--- src/hdl/sir90_pkg.sv ---
package sir90_pkg;

	// fixed field widths
	localparam int PIX_W = 32;
	localparam int CFG_W = 7;

	// defaults
	localparam int DEFAULT_MAX_SIDE = 64;
	localparam int SIDE_RESET       = 64;
	localparam int QUEUE_DEPTH      = 2;

	typedef enum logic [1:0] {
		CMD_WRITE = 2'd0,
		CMD_READ  = 2'd1,
		CMD_ERR   = 2'd2
	} cmd_kind_t;

	typedef struct packed {
		cmd_kind_t kind;
		logic      last;
	} cmd_ctl_t;

	localparam int CMD_CTL_W = $bits(cmd_ctl_t);

	typedef struct packed {
		logic                    op;
		logic signed [PIX_W-1:0] pixel_in;
	} in_item_t;

	typedef struct packed {
		logic signed [PIX_W-1:0] pixel_out;
		logic                    last;
		logic                    status;
	} out_item_t;

endpackage

--- src/hdl/sir90_queue.sv ---
module sir90_queue import sir90_pkg::*; #(
	parameter int W     = 8,
	parameter int DEPTH = QUEUE_DEPTH
) (
	input  logic         clk,
	input  logic         arst_n,
	input  logic         wr_en,
	input  logic [W-1:0] wr_data,
	input  logic         rd_en,
	output logic [W-1:0] rd_data,
	output logic         empty,
	output logic         full
);

	localparam int PTR_W = (DEPTH > 1) ? $clog2(DEPTH) : 1;
	localparam int CNT_W = $clog2(DEPTH + 1);

	logic [W-1:0]     slot_q [DEPTH];
	logic [PTR_W-1:0] wr_ptr_q;
	logic [PTR_W-1:0] rd_ptr_q;
	logic [CNT_W-1:0] cnt_q;
	logic             do_wr;
	logic             do_rd;

	assign empty   = (cnt_q == '0);
	assign full    = (cnt_q == CNT_W'(DEPTH));
	assign do_wr   = wr_en && !full;
	assign do_rd   = rd_en && !empty;
	assign rd_data = slot_q[rd_ptr_q];

	always_ff @(posedge clk) begin
		if (do_wr) begin
			slot_q[wr_ptr_q] <= wr_data;
		end
	end

	always_ff @(posedge clk or negedge arst_n) begin
		if (!arst_n) begin
			wr_ptr_q <= '0;
			rd_ptr_q <= '0;
			cnt_q    <= '0;
		end else begin
			if (do_wr) begin
				wr_ptr_q <= (wr_ptr_q == PTR_W'(DEPTH - 1)) ? '0 : wr_ptr_q + PTR_W'(1);
			end
			if (do_rd) begin
				rd_ptr_q <= (rd_ptr_q == PTR_W'(DEPTH - 1)) ? '0 : rd_ptr_q + PTR_W'(1);
			end
			if (do_wr && !do_rd) begin
				cnt_q <= cnt_q + CNT_W'(1);
			end else if (do_rd && !do_wr) begin
				cnt_q <= cnt_q - CNT_W'(1);
			end
		end
	end

endmodule

--- config.mk ---
export PLATFORM = sky130hd
export DESIGN_NAME = sir90_queue
export DESIGN_NICKNAME = d
export VERILOG_FILES = /design/src/hdl/sir90_pkg.sv /design/src/hdl/sir90_queue.sv
export SDC_FILE = /design/constraint.sdc
export NUM_CORES = 1
export LEC_CHECK = 0
export ABC_AREA = 1
export BUFFER_PORTS_ARGS = -buffer_cell sky130_fd_sc_hd__buf_2
export CORE_MARGIN = 2
export CORE_UTILIZATION = 30
export DETAILED_ROUTE_END_ITERATION = 12
export PLACE_DENSITY = 0.61
export SLEW_MARGIN = 20
export SYNTH_ARGS = -nofsm -noshare
export SYNTH_HDL_FRONTEND = slang
export SYNTH_SLANG_ARGS = --single-unit
--- constraint.sdc ---
create_clock -name clk -period 1.5 [get_ports clk]
set_input_delay 0.3 -clock clk [delete_from_list [all_inputs] [get_ports clk]]
set_output_delay 0.3 -clock clk [all_outputs]
set_load 0.01 [all_outputs]
==> flow_summary.toml <==
[placed_design]
post-place-ws_ns = 0.0993
place.gp.congestion = 0.711
dp_hpwl_um = 1130
io_buffers = 21
dp_cells = 127

[sta]
max_freq_ghz = 0.690
timing.final.crit_share_pct = 96.7
setup_ws_ns = 0.0501
relSlewSlack_pct = 77.9
period_needed_ns = 1.45
slew_violations = 0
hold_viol = 0
rsz0062_at_grt = "yes"
whs_ns = 0.187
tightest_slew_ns = 0.331
setup_viol = 0
tns_ns = 0
fin_skew_ns = 0.000877

[layout]
most-common-layout-cells = "nand2_1 (32), buf_2 (21), edfxtp_1 (16), inv_1 (6), buf_4 (5)"
area_growth_pct = 29.4
num_antenna_cells = 0
final-seq-area_sq_um = 583
filler_cell_count = 271
final_common_cell = "nand2_1"
multiInputGateArea_sq_um = 214
fin_nets = 117
layoutNonFillerInstCount = 134
drive_gt1_share_pct = 36.9

[setup_path]
cp-start-kind = "register"
cp_data_required_time_ns = 1.20
reg2reg_to = "cnt_q[1]$_DFFE_PN0P_"
endpoint_kind = "output pin"
arrival_ns = 1.15
timing.rr.start = "cnt_q[0]$_DFFE_PN0P_"
worst-setup-path-type = "reg2out"
crit_fanout = 5
r2r_slack_ns = 0.11
rr_worst_depth = 7

[drt]
detail_route.wl_per_cell_um = 11.0
routed_wl_um = 1470
drc = 0
antenna_left = 0
first_pass_iters = 4
vias_per_cell = 4.27
vias = 572
drt_iter0_markers = 12

[cts]
cts_buffers = 3
cts_tree = "built"
cts.sinks = 20
cts_max_level = 1
clkTransAtPathRegs_ns = 0.11
clockBufferDepth = 2
clk-insertion-delay-late_ns = 0.29
cts-root-buf = "clkbuf_4"

[floorplanning]
core-area_sq_um = 2690
ios = 22
num_rows = 19
die_y_um = 56.6
die-area_sq_um = 3200
initial_core_util_pct = 30.9
die_w_um = 56.6

[flow_run]
cap_viol_max_count = 0

[pwr]
p_leak_nw = 0.513
power_density_nw_per_um2 = 1960
ir_drop_v = 0.00112

[worst_hold_path]
hold_path_class = "in2reg"
hold_path_depth = 1
hold_end = "slot_q[0][7]$_DFFE_PP_"
worstHoldStart = "wr_data[7]"

[synthesis]
synth.distinct_cells = 16
synth.top_cell.area_share_pct = 57.9
seq_area_frac_synth_pct = 70.0
synth-seq-cells = 20
yosysTopAreaCell = "edfxtp_1"
synth_fp_nets = 86
syn_area_per_cell_sq_um = 11.4
netlist_area_sq_um = 830
synthCells = 73
ys_top_cells_by_area = "edfxtp_1 (58%), nand2_1 (14%), dfrtp_1 (12%)"
yosysWarningCount = 0

[grt]
grt_antenna_before_repair = 0
grt_overflow_total = 0
grt_pass1_wl_um = 2410
grt_pass1_vias = 548
grt_start_max_net_pins = 13
grt_util_all_layers_pct = 9.97

[outcome]
status = "completed"
kinds of logic (layout without fill, tap and decap cells):
logic type,after synthesis,after routing,synth area share (%)
xor gates and xnor gates,1,1,1.06
DFF,20,20,70.0
and+or+nand+nor,40,40,22.0
buffers and inverters,9,39,4.22
AOI/OAI and AO/OA,2,2,1.21
adders and majority gates,1,1,1.51
power by group:
group          switching (mW)  internal [mW]
registers              0.0942          0.777
logic                   0.466          0.343
clock network           0.158          0.270
total                   0.718           1.39
sequential cells by signal, summed over array words and instances, names as in the netlist:
signal and count:
slot_q 16, cnt_q 2, rd_ptr_q 1, wr_ptr_q 1
per-stage QoR:
stage	util [%]	power, mW	instance area (sq um)
after floorplan	-	1.35	830
after global placement	36.9	1.63	991
after detailed placement	36.9	1.65	991
after CTS	39.9	2.14	1070
after global routing	40.0	2.26	1070
final	40.0	2.11	1070
cells in the mapped netlist:
| library cell | instances |
|---|---|
| nand2_1 | 32 |
| edfxtp_1 | 16 |
| inv_1 | 6 |
| dfrtp_1 | 4 |
| inv_2 | 2 |
| nor2_1 | 2 |
| o21ai_1 | 2 |
| buf_2 | 1 |
| ha_1 | 1 |
| nand2_2 | 1 |
| nand3_1 | 1 |
| nand3b_4 | 1 |
| nand4_1 | 1 |
| nor2_2 | 1 |
| nor2_4 | 1 |
| xnor2_1 | 1 |
worst max-delay path, cell delays in order, from the launching register on:
cell,delay [ns]
dfrtp_2,0.45
buf_4,0.17
nand2_1,0.07
nand2_1,0.05
buf_2,0.13
worst max path at each step:
| stage | from | to |
|---|---|---|
| detailed placement | cnt_q[0]$_DFFE_PN0P_ | cnt_q[1]$_DFFE_PN0P_ |
| global route | rd_ptr_q$_DFFE_PN0P_ | rd_data[4] |
| global placement | cnt_q[0]$_DFFE_PN0P_ | cnt_q[1]$_DFFE_PN0P_ |
| CTS | rd_ptr_q$_DFFE_PN0P_ | rd_data[4] |
| floorplan | cnt_q[0]$_DFFE_PN0P_ | cnt_q[1]$_DFFE_PN0P_ |
| finish | rd_ptr_q$_DFFE_PN0P_ | rd_data[4] |
metal layers:
layer / wire length [um] / share of wire [%] / GRT usage [%]
met1: 701 / 48 / 12.8
met2: 662 / 45 / 15.3
met3: 105 / 7.1 / 5.53
met4: 0 / 0 / 1.02
met5: 0 / 0 / 0
layout make-up:
class | instances | area share, %
repair buffers | 27 | 14.2
flip-flops and latches | 20 | 54.3
inverters | 8 | 3.03
well taps | 31 | 3.61
clock inverters | 1 | 2.80
clock buffers | 3 | 2.10
multi-input cells | 44 | 19.9
what timing repair did:
item | in CTS | in global routing
cloned | 0 | 0
hold buffers | 1 | 0
gates resized for setup | 2 | 1
setup endpoints to repair | 8 | 7
hold endpoints to repair | 4 | 0
buffers inserted | 2 | 0
No activity file was read; power rests on OpenSTA's default activity.
