===== config.mk =====
export PLATFORM = sky130hd
export DESIGN_NAME = sir90_front
export DESIGN_NICKNAME = d
export VERILOG_FILES = /design/src/hdl/sir90_pkg.sv /design/src/hdl/sir90_front.sv
export SDC_FILE = /design/constraint.sdc
export NUM_CORES = 1
export LEC_CHECK = 0
export BUFFER_PORTS_ARGS = -buffer_cell sky130_fd_sc_hd__buf_4
export CAP_MARGIN = 20
export CORE_MARGIN = 2
export CORE_UTILIZATION = 55
export CTS_BUF_LIST = sky130_fd_sc_hd__clkbuf_8 sky130_fd_sc_hd__clkbuf_16
export CTS_CLUSTER_DIAMETER = 30
export CTS_CLUSTER_SIZE = 8
export DETAILED_ROUTE_END_ITERATION = 16
export PLACE_DENSITY = 0.83
export SLEW_MARGIN = 40
export SYNTH_ARGS = -nofsm -noshare
export SYNTH_HDL_FRONTEND = slang
export SYNTH_SLANG_ARGS = --single-unit
export TNS_END_PERCENT = 5

===== constraint.sdc =====
create_clock -name clk -period 8.4 [get_ports clk]
set_input_delay 1.26 -clock clk [delete_from_list [all_inputs] [get_ports clk]]
set_output_delay 1.26 -clock clk [all_outputs]
set_load 0.01 [all_outputs]

===== src/hdl/sir90_pkg.sv =====
package sir90_pkg;

	// fixed field widths
	localparam int PIX_W = 32;
	localparam int CFG_W = 7;

	// defaults
	localparam int DEFAULT_MAX_SIDE = 64;
	localparam int SIDE_RESET       = 64;
	localparam int QUEUE_DEPTH      = 2;

	typedef enum logic [1:0] {
		CMD_WRITE = 2'd0,
		CMD_READ  = 2'd1,
		CMD_ERR   = 2'd2
	} cmd_kind_t;

	typedef struct packed {
		cmd_kind_t kind;
		logic      last;
	} cmd_ctl_t;

	localparam int CMD_CTL_W = $bits(cmd_ctl_t);

	typedef struct packed {
		logic                    op;
		logic signed [PIX_W-1:0] pixel_in;
	} in_item_t;

	typedef struct packed {
		logic signed [PIX_W-1:0] pixel_out;
		logic                    last;
		logic                    status;
	} out_item_t;

endpackage


===== src/hdl/sir90_front.sv =====
module sir90_front import sir90_pkg::*; #(
	parameter int MAX_SIDE = DEFAULT_MAX_SIDE,
	localparam int AW = $clog2(MAX_SIDE * MAX_SIDE)
) (
	input  logic             clk,
	input  logic             arst_n,
	input  logic             cfg_we,
	input  logic [CFG_W-1:0] cfg_data,
	input  logic             push,
	input  in_item_t         item,
	output logic             full,
	input  logic             q_full,
	output logic             q_push,
	output cmd_ctl_t         q_ctl,
	output logic [AW-1:0]    q_addr,
	output logic [PIX_W-1:0] q_data
);

	localparam int SW = $clog2(MAX_SIDE + 1);
	localparam int PW = $clog2(MAX_SIDE);
	localparam int CW = $clog2(MAX_SIDE * MAX_SIDE + 1);
	localparam int NW = (SW > CFG_W) ? SW : CFG_W;
	localparam int RST_SIDE = (SIDE_RESET < MAX_SIDE) ? SIDE_RESET : MAX_SIDE;
	localparam int RST_TOTAL = RST_SIDE * RST_SIDE;

	logic [SW-1:0]   side_q;
	logic [CW-1:0]   total_q;
	logic [CW-1:0]   load_cnt_q;
	logic [PW-1:0]   row_q;
	logic [PW-1:0]   col_q;

	logic [NW-1:0]   cfg_ext;
	logic [NW-1:0]   side_clamp;
	logic [SW-1:0]   side_new;
	logic [2*SW-1:0] total_new;
	logic [PW-1:0]   side_m1;
	logic [SW-1:0]   base;
	logic [2*SW-1:0] prod;
	logic [2*SW-1:0] addr_rd;
	logic            accept;
	logic            loaded;
	logic            is_last;
	logic            col_end;

	// clamp the written side into 1..MAX_SIDE
	assign cfg_ext    = NW'(cfg_data);
	assign side_clamp = (cfg_ext == '0) ? NW'(1) :
		(cfg_ext > NW'(MAX_SIDE)) ? NW'(MAX_SIDE) : cfg_ext;
	assign side_new   = SW'(side_clamp);
	assign total_new  = (2*SW)'(side_new) * (2*SW)'(side_new);

	assign accept = push && !q_full;
	assign full   = q_full;
	assign loaded = (load_cnt_q >= total_q);

	// rotated read address: (n-1-col)*n + row
	assign side_m1 = PW'(side_q - SW'(1));
	assign base    = SW'(side_m1) - SW'(col_q);
	assign prod    = (2*SW)'(base) * (2*SW)'(side_q);
	assign addr_rd = prod + (2*SW)'(row_q);
	assign col_end = (col_q == side_m1);
	assign is_last = col_end && (row_q == side_m1);

	always_comb begin
		q_push      = 1'b0;
		q_ctl.kind  = CMD_WRITE;
		q_ctl.last  = 1'b0;
		q_addr      = AW'(load_cnt_q);
		q_data      = item.pixel_in;
		if (accept) begin
			if (item.op == 1'b0) begin
				q_push = !loaded;
			end else if (!loaded) begin
				q_push     = 1'b1;
				q_ctl.kind = CMD_ERR;
			end else begin
				q_push     = 1'b1;
				q_ctl.kind = CMD_READ;
				q_ctl.last = is_last;
				q_addr     = AW'(addr_rd);
			end
		end
	end

	always_ff @(posedge clk or negedge arst_n) begin
		if (!arst_n) begin
			side_q     <= SW'(RST_SIDE);
			total_q    <= CW'(RST_TOTAL);
			load_cnt_q <= '0;
			row_q      <= '0;
			col_q      <= '0;
		end else if (cfg_we) begin
			side_q     <= side_new;
			total_q    <= CW'(total_new);
			load_cnt_q <= '0;
			row_q      <= '0;
			col_q      <= '0;
		end else if (accept) begin
			if (item.op == 1'b0) begin
				if (!loaded) begin
					load_cnt_q <= load_cnt_q + CW'(1);
				end
			end else if (loaded) begin
				if (is_last) begin
					load_cnt_q <= '0;
					row_q      <= '0;
					col_q      <= '0;
				end else if (col_end) begin
					col_q <= '0;
					row_q <= row_q + PW'(1);
				end else begin
					col_q <= col_q + PW'(1);
				end
			end
		end
	end

endmodule


==> results.yml <==
route:
  first_pass_iters: 4
  drc: 0
  drt_wl_total_um: 12800
  routed.top_layer: "met4"
  dr_wl_met3_um: 486
  routedLengthMet1_um: 5520
  wl_per_cell_um: 15.7
  antenna_left: 0
  drt_iter0_drc: 344
  vias: 4597
  wl_met2_um: 6510
  viasPerCell: 5.63
setup_path:
  cp.arrival_ns: 6.56
  crit_required_ns: 7.14
  r2r_setup_slack_ns: 4.95
  end_kind: "output port"
  r2r_end: "row_q[3]"
  worstRegToRegCells: 12
  start_kind: "register"
  r2r_start: "side_q[0]"
  criticalPathCategory: "register to output port"
  crit_fanout: 7
synthesis:
  synth_fa_ha_area_share_pct: 29.8
  synth_edf_count: 0
  syn_avg_cell_area_sq_um: 8.80
  ys_types: 69
  synth_ff_type: "dfrtp_1"
  syn-cell-area_sq_um: 6000
  synth_seq_cells: 43
  synthMuxAreaShare_pct: 1.61
  synth-xor-area-share_pct: 7.96
  yosysSeqAreaShare_pct: 18.0
  synth-compound-area-share_pct: 11.5
  yosys.area_share.simple_pct: 19.8
  syn_inst: 682
  yosys_warnings: 0
  synth_top_family_by_area: "adder cells"
  synthArstFlopShare_pct: 100
power:
  p_per_area_nw_per_um2: 180
  p_leak_nw: 3.05
  fin_total_pwr_mw: 1.11
  irDropWorstVdd_uv: 159
placement:
  dp_hpwl_um: 10400
  gp_congestion: 0.850
  placed_cells: 808
  port_buffers: 29
timing:
  finClkSkew_ns: 0.00941
  min_period_over_period_pct: 93.1
  setup_tns_ns: 0
  fmax_mhz: 128
  finalMaxSlewViolations: 0
  setup_viol: 0
  max_slew_margin_pct: 61.6
  rsz0062_at_grt: "false"
  tightest_slew_ns: 0.574
  min_period_ns: 7.82
  hold_violations: 0
worst_hold_path:
  min_to: "total_q[10]"
  hold_depth: 2
  worst_hold_startpoint: "total_q[10]"
  hp-class: "register to register"
global_route:
  grt_pass1_wl_um: 22400
  grt_overflow: 0
  grt_pass1_vias: 4907
  grt_usage_pct: 24.0
  grt_max_degree: 44
  antenna_found_initial: 0
cells_and_area:
  fin_nets: 836
  area_growth_syn_to_layout_pct: 3.21
  drive_above_1_share_pct: 10.1
  antennaDiodeCount: 0
  final_cells: 816
clock_tree:
  cts-root-buf: "clkbuf_8"
  htreeDepth: 2
  numCtsBuffers: 5
  insertion_delay_ns: 0.31
  cts_setup_buffers: 0
  clk_pin_slew_ns: 0.09
  clockBufferDepth: 2
  cts_tree: "done"
  numClockSinks: 43
floorplan:
  pin_count: 94
  die_area_sq_um: 11800
  die_w_um: 108
  dieHeight_um: 108
  row_count: 38
  start_util_pct: 55.9
  coreArea_sq_um: 10700
run_status:
  status: "completed"
run:
  maxCapViolCount: 0
worst max-delay path by stage:
| stage | start | to | slack, ns | cells after the start |
|---|---|---|---|---|
| final | side_q[1] | q_addr[11] | 0.58 | 27 |
| after floorplan | side_q[0] | q_addr[11] | 1.28 | 26 |
| after detailed placement | side_q[0] | q_addr[11] | 0.80 | 27 |
| after global placement | side_q[0] | q_addr[11] | 1.05 | 27 |
| after CTS | side_q[0] | q_addr[11] | 0.46 | 27 |
| after global routing | side_q[1] | q_addr[11] | 0.07 | 27 |
worst max-delay path, cell delays in order, from the launching register on:
cell and delay [ns]:
dfrtp_1 0.47, inv_1 0.12, ha_1 0.36, inv_1 0.07
ha_1 0.29, nor2b_1 0.15, o21a_1 0.18, o21ai_0 0.22
nand2b_1 0.08, a21oi_1 0.17, xnor2_1 0.15, and2_1 0.21
fa_1 0.47, inv_1 0.05, fa_1 0.47, inv_1 0.06
fa_1 0.53, inv_1 0.06, fa_1 0.54, inv_1 0.06
ha_1 0.35, a41o_1 0.25, a21oi_1 0.18, o2bb2ai_1 0.18
o21ai_0 0.14, xnor2_1 0.14, o21ai_0 0.14, buf_4 0.14
state kept, by name, indices dropped and copies added (netlist names):
name,count
row_q,6
col_q,6
load_cnt_q,13
side_q,7
total_q,11
synth_stat cells (6+ instances only):
cell type / instances / area (sq um)
inv_1: 89 / 334
ha_1: 71 / 888
nand2_1: 49 / 184
fa_1: 45 / 901
dfrtp_1: 41 / 1030
and2_1: 40 / 250
o21ai_0: 40 / 200
buf_4: 35 / 263
nor2_1: 35 / 131
xnor2_1: 27 / 236
xor2_1: 25 / 219
a21oi_1: 18 / 90.1
nor2b_1: 15 / 93.8
nand3_1: 12 / 60.1
nor2_2: 11 / 68.8
and3_1: 9 / 56.3
nand2b_1: 9 / 56.3
nand4_1: 7 / 43.8
nor3_1: 7 / 35.0
o21a_1: 7 / 52.6
a21o_1: 6 / 45.0
clkbuf_1: 6 / 22.5
or3_1: 6 / 37.5
power by group:
part	switching [mW]	total, mW	internal, mW
Combinational	0.401	0.705	0.304
Clock	0.0785	0.167	0.0886
Sequential	0.0154	0.243	0.227
Total	0.495	1.11	0.620
layout by cell type, fill, tap and decap left out, drive strengths merged, types with 3 or more instances in the layout:
| cell type | instances |
|---|---|
| xnor2 | 27 |
| fa | 45 |
| nand2b | 9 |
| nor3b | 3 |
| nor2 | 46 |
| ha | 71 |
| a21o | 7 |
| inv | 90 |
| clkbuf | 5 |
| nand2 | 49 |
| dfrtp | 41 |
| o21ai | 42 |
| mux2 | 5 |
| a21oi | 18 |
| and2 | 40 |
| mux2i | 4 |
| or3 | 6 |
| nand3b | 3 |
| xor2 | 25 |
| buf | 29 |
| nand4 | 7 |
| o21a | 8 |
| nand3 | 12 |
| conb | 7 |
| and3 | 9 |
| nor3 | 8 |
| o211ai | 5 |
| a31oi | 4 |
| nor2b | 15 |
layout make-up:
cell class | count | area, sq um
Clock buffer | 5 | 68.8
Clock inverter | 3 | 43.8
Fill cell | 968 | 4550
Inverter | 90 | 338
Multi-Input combinational cell | 506 | 4270
Sequential cell | 43 | 1080
Tap cell | 140 | 175
Timing Repair Buffer | 29 | 218
routing by layer:
layer,global-route usage (%),vias up
li1,-,2202
met1,29.5,2262
met2,42.1,110
met3,3.25,23
met4,9.98,0
met5,0,-
cell families after synthesis:
logic type      count (synthesis)
flops                          43
mux                             9
buf+inv                       139
fa+ha+maj                     116
other cells                     1
xor+xnor                       53
compound gates                103
simple gates                  218
repair_timing:
| item | 4_1_cts | 5_1_grt |
|---|---|---|
| gates resized for setup | 0 | 1 |
| hold endpoints to repair | 0 | 0 |
| endpoints found under the setup margin | 0 | 1 |
| hold buffers | 0 | 0 |
stage by stage:
step                      hold slack (ns)  setup WS [ns]  instance area, sq um  utilization (%)
after floorplan                     0.452           1.28                  6020                -
final                               0.499          0.579                  6190             57.7
after CTS                           0.506          0.458                  6190             57.6
after global routing                0.562         0.0705                  6190             57.7
after detailed placement            0.486          0.799                  6080             56.6
after global placement              0.484           1.05                  6080             56.6
Power figures use the tool's default switching activity.
